==> src/rtl/core/bfa_pkg.sv <==
// bfa_pkg: shared widths, operation and status codes, and the list search
// result type of the buddy frame allocator. No dependencies.
`default_nettype none

package bfa_pkg;

  localparam int DEF_NUM_FRAMES = 65536;
  localparam int DEF_MAX_ORDER  = 10;

  localparam int MODE_W   = 3;
  localparam int FRAME_W  = 16;
  localparam int ORDER_W  = 4;
  localparam int STATUS_W = 2;
  localparam int REF_W    = 16;
  localparam int TOTAL_W  = 17;
  localparam int HEAD_W   = 5;

  // head word: valid bit and order; a cleared valid bit marks "not a free head"
  localparam logic [HEAD_W-1:0] NOT_HEAD = '0;

  typedef enum logic [MODE_W-1:0] {
    MODE_ALLOC = 3'd0,
    MODE_FREE  = 3'd1,
    MODE_SHARE = 3'd2,
    MODE_QUERY = 3'd3,
    MODE_ADD   = 3'd4
  } mode_t;

  typedef enum logic [STATUS_W-1:0] {
    ST_OK    = 2'd0,
    ST_NOMEM = 2'd1,
    ST_ORDER = 2'd2
  } status_t;

  typedef struct packed {
    logic               any;
    logic [ORDER_W-1:0] found;
  } head_srch_t;

endpackage

`default_nettype wire

==> src/rtl/core/bfa_heads.sv <==
// bfa_heads: free list head registers, one per order, with the search for the
// smallest non-empty list at or above a requested order. Depends on bfa_pkg.
`default_nettype none

module bfa_heads #(
  parameter int FW        = 16,
  parameter int MAX_ORDER = 10
) (
  input  logic                         clk,
  input  logic                         rst,
  input  logic                         we,
  input  logic [bfa_pkg::ORDER_W-1:0]  idx,
  input  logic [FW:0]                  wdata,
  output logic [FW:0]                  rdata,
  input  logic [bfa_pkg::ORDER_W-1:0]  req_ord,
  output bfa_pkg::head_srch_t          srch
);
  import bfa_pkg::*;

  localparam int NL = MAX_ORDER + 1;
  localparam int OW = (NL > 1) ? $clog2(NL) : 1;
  localparam int LW = FW + 1;

  logic [LW-1:0] head [NL];

  always_ff @(posedge clk) begin
    if (rst) begin
      for (int i = 0; i < NL; i++) begin
        head[i] <= {1'b1, {FW{1'b0}}};
      end
    end else if (we) begin
      head[idx[OW-1:0]] <= wdata;
    end
  end

  assign rdata = head[idx[OW-1:0]];

  always_comb begin
    srch = '0;
    for (int i = NL - 1; i >= 0; i--) begin
      if (ORDER_W'(i) >= req_ord && !head[i][LW-1]) begin
        srch.any   = 1'b1;
        srch.found = ORDER_W'(i);
      end
    end
  end

endmodule

`default_nettype wire
==> config.mk <==
export PLATFORM = sky130hd
export DESIGN_NAME = bfa_heads
export DESIGN_NICKNAME = d
export VERILOG_FILES = /design/src/rtl/core/bfa_pkg.sv /design/src/rtl/core/bfa_heads.sv
export SDC_FILE = /design/constraint.sdc
export NUM_CORES = 1
export LEC_CHECK = 0
export BUFFER_PORTS_ARGS = -buffer_cell sky130_fd_sc_hd__buf_2
export CAP_MARGIN = 15
export CORE_UTILIZATION = 55
export CTS_CLUSTER_DIAMETER = 100
export DETAILED_ROUTE_END_ITERATION = 10
export PLACE_DENSITY_LB_ADDON = 0.25
export SLEW_MARGIN = 10
export SYNTH_ARGS = -nofsm -noshare
export SYNTH_HDL_FRONTEND = slang
export SYNTH_SLANG_ARGS = --single-unit
==> constraint.sdc <==
create_clock -name clk -period 2.43 [get_ports clk]
set_input_delay 0.243 -clock clk [delete_from_list [all_inputs] [get_ports clk]]
set_output_delay 0.243 -clock clk [all_outputs]
set_load 0.05 [all_outputs]
Word-level counts from Yosys, hierarchy flattened
Memories as Yosys holds them, arrays and structs flattened.
Cells that the tools add are included.

operators by class
  $lt $le $gt $ge = 11
  multiplexer cells = 19
  reductions and logical operators = 23

operators by type and width
  kind                  count
  $mux W5               11
  $mux W17              1
  $reduce_or A17 Y1     1
  $ge A3 B4 Y1 const A  4
  $ge A4 B4 Y1 const A  3
  $logic_and A1 B1 Y1   11
  $logic_not A1 Y1      11
  $ge A1 B4 Y1 const A  2
  $ge A2 B4 Y1 const A  2
  $mux W1               6
  $mux W4               1

word-level totals
  bits in registers = 0
  bits in writable memories = 187
  input bits = 28
  output and inout port bits = 22
  logic and storage cells = 54
  memories kept = 1

memories
  name  words  width  rd ports  clocked after Yosys merged registers in  write ports  RTL line         source
  head  11     17     12        0                                        11           bfa_heads.sv:24  logic [LW-1:0] head [NL];

Depth between registers and ports, before layout
  word-level depth = 13
  gate-level depth with buffers = 6
  depth with buffers taken out = 4

Worst setup path after synthesis
OpenSTA, ideal clock, no wires.

  path type = input -> register
  from = input idx[1] (netlist bit)
  to = memory head[15][0] (netlist bit), enable pin
  library setup time = 0.412 ns
  arrival = 2.227 ns
  data required time = 2.018 ns
  setup slack = -0.210 ns
  stages = 5
  path buffers = 3
  cells stage by stage = buf_2 > buf_2 > buf_1 > nand2_1 > nor3_1

RTL lines
  item                RTL line         source
  start: declaration  bfa_heads.sv:12  input logic [bfa_pkg::ORDER_W-1:0] idx,
  end: declaration    bfa_heads.sv:24

==> metrics.cfg <==
[worst_setup_path]
cp.required_ns = 2.19
crit_type = reg -> out
end_kind = primary output
startpoint_type = flip-flop
worstPathArrival_ns = 2.08
worstPathMaxFanout = 1

[final_layout]
final_util = 0.6514
top_register = head
antennaDiodeCount = 0
largestRegisters = head: 272 flops
largest_reg_flops = 272
drive_gt1_frac = 0.2653
fin_nets = 860
area_growth_pct = 15.13

[pwr]
pwr-share-comb = 0.095
intPower_mw = 7.724
swShare = 0.2308
p_sw_mw = 2.318
p_clk_frac = 0.372
p_per_area_nw_per_um2 = 754.6
p_seq_frac = 0.533
vdd_ir_drop_max_uv = 662.5
p_leak_nw = 4.446

[synthesis]
synthTopCellsByArea = edfxtp_1 66%, mux4_2 13%, nor2_1 5.1%
synth_flop_cell = edfxtp_1
async_flop_share = 0
ys_ff_latch = 272
synth_edf_count = 255
synthTopCellsByCount = 255 x edfxtp_1, 157 x nor2_1, 68 x mux4_2
ys_warn_count = 0
synth_top_area_cell = edfxtp_1
yosys.area.top_type_share = 0.6625
syn_nets = 775
synth.most_common_cell = edfxtp_1
syn_area_per_cell_sq_um = 15.47
ys_types = 41
netlist_area_sq_um = 11560
synth-seq-area-share = 0.6919
netlist_instances = 747

[global_route]
grt_overflow = 0
first_global_vias = 7122
grt_usage = 0.2617
grt_max_degree = 30
antenna_found_initial = 0
grt_pass1_wl_mm = 41.53

[timing]
period_share = 0.9565
max_freq_ghz = 0.4302
rsz0062_at_grt = no
setup_tns_ns = 0
drv_slew = 0
finalSetupViolCount = 0
max_slew.worst_pin.slew_ns = 0.7905
slew_headroom = 0.4710
clock_skew_ns = 0
fin_crit_ns = 2.324
hold_viol = 0

[routing]
drtAntennaViolNets = 0
drt_first_iter_violations = 735
avgViaCountPerCell = 6.136
wire_per_inst_um = 23.98
vias = 6885
drt-pass1-iter-count = 5
wl_mm = 26.90
drc = 0

[job]
maxCapViolCount = 0

[floorplan]
rows = 52
die_x_um = 147.0
floorplan.die.height_um = 147.0
dieArea_sq_um = 21600
core_area_sq_um = 20430
initial_utilization = 0.5658
num_io_pins = 50

[placement]
dpl.hpwl_mm = 18.16
gp_congestion = 0.8632
io_buffer_count = 49

[clock_network]
numCtsBuffers = 26
cts-htree-levels = 1
cts_buffer_depth = 3
clock-sinks = 272
cts-root-buf = clkbuf_16
cts_tree = done
post-cts-setup-buffers = 0
insertion_delay_ns = 0.52
path_clk_slew_ns = 0.06

[worst_hold_path]
hold_path.class = in -> reg

[status]
status = finished clean

-- placed cells by master, fill, tap and decap left out, types with 5 or more instances in the layout --
| master | count |
|---|---|
| a21oi_1 | 15 |
| nand2_1 | 50 |
| edfxtp_1 | 255 |
| clkinv_2 | 8 |
| inv_1 | 18 |
| nand2b_1 | 14 |
| clkbuf_16 | 26 |
| buf_2 | 47 |
| clkinv_1 | 5 |
| nor2_1 | 157 |
| mux4_2 | 68 |
| buf_12 | 12 |
| dfxtp_1 | 17 |
| o22a_1 | 8 |
| buf_4 | 43 |
| a22oi_1 | 34 |
| nand3_1 | 15 |
| o21ai_0 | 5 |
-- critical path, cell delays in order, from the launching register on --
cell and delay [ns]:
edfxtp_1 0.36, mux4_2 0.47, a22oi_1 0.32, nand2_1 0.16, buf_2 0.24
-- power groups by stage --
| stage | Clock, mW | Sequential (mW) | Combinational [mW] |
|---|---|---|---|
| final | 3.74 | 5.35 | 0.949 |
| after global routing | 3.95 | 5.37 | 1.01 |
| after CTS | 3.80 | 5.35 | 0.953 |
| after detailed placement | 0 | 5.45 | 0.947 |
| after global placement | 0 | 5.44 | 0.935 |
| after floorplan | 0 | 5.43 | 0.632 |
-- layout make-up --
type / instances / area [sq um]
clock buffers: 33 / 716.9
clock inverters: 15 / 82.58
fillers: 1452 / 7122
inverters: 18 / 67.56
multi-input cells: 410 / 3287
flip-flops and latches: 272 / 7998
well taps: 270 / 337.8
repair buffers: 104 / 818.3
-- cell families after synthesis --
kind of cell | Yosys count | share of synthesized area
muxes | 69 | 0.1335
AOI/OAI and AO/OA | 77 | 0.04763
DFF | 272 | 0.6919
buffers and inverters | 65 | 0.02565
and+or+nand+nor | 264 | 0.1013
-- through the flow --
step | hold slack (ns) | power, mW | instances | area, sq um | setup WS, ns
2_1_floorplan | 0.3905 | 6.059 | 747 | 11570 | 0.05004
3_3_place_gp | 0.4458 | 6.374 | 1072 | 12480 | 0.2079
3_5_place_dp | 0.4525 | 6.400 | 1072 | 12480 | 0.1844
5_1_grt | 0.01613 | 10.32 | 1122 | 13310 | 0.003571
6_report | 0.01275 | 10.04 | 1122 | 13310 | 0.1057
4_1_cts | 0.0003773 | 10.11 | 1122 | 13300 | 0.04434
-- final timing paths --
| check | startpoint | to | slack (ns) | cells past startpoint |
|---|---|---|---|---|
| min reg2reg | head[10][1] | head[10][1] | 0.47 | 2 |
| max | head[7][10] | rdata[10] | 0.11 | 4 |
| max reg2reg | head[10][16] | head[10][16] | 1.74 | 1 |
| min | wdata[13] | head[10][13] | 0.01 | 3 |
-- per-layer routing --
layer / track usage / part of all wire / wire length, um / vias to the layer above
li1: - / - / - / 3015
met2: 0.4417 / 0.51 / 13730 / 309
met5: 0 / 0 / 0 / -
met4: 0.08608 / 0.031 / 844 / 0
met3: 0.03758 / 0.074 / 2003 / 56
met1: 0.3547 / 0.38 / 10330 / 3505
-- repair_timing --
item | CTS | global route
gates resized for setup | 0 | 1
hold endpoints to repair | 2 | 0
setup endpoints to repair | 0 | 1
hold buffers | 2 | 0
(Power assumes the default switching activity.)
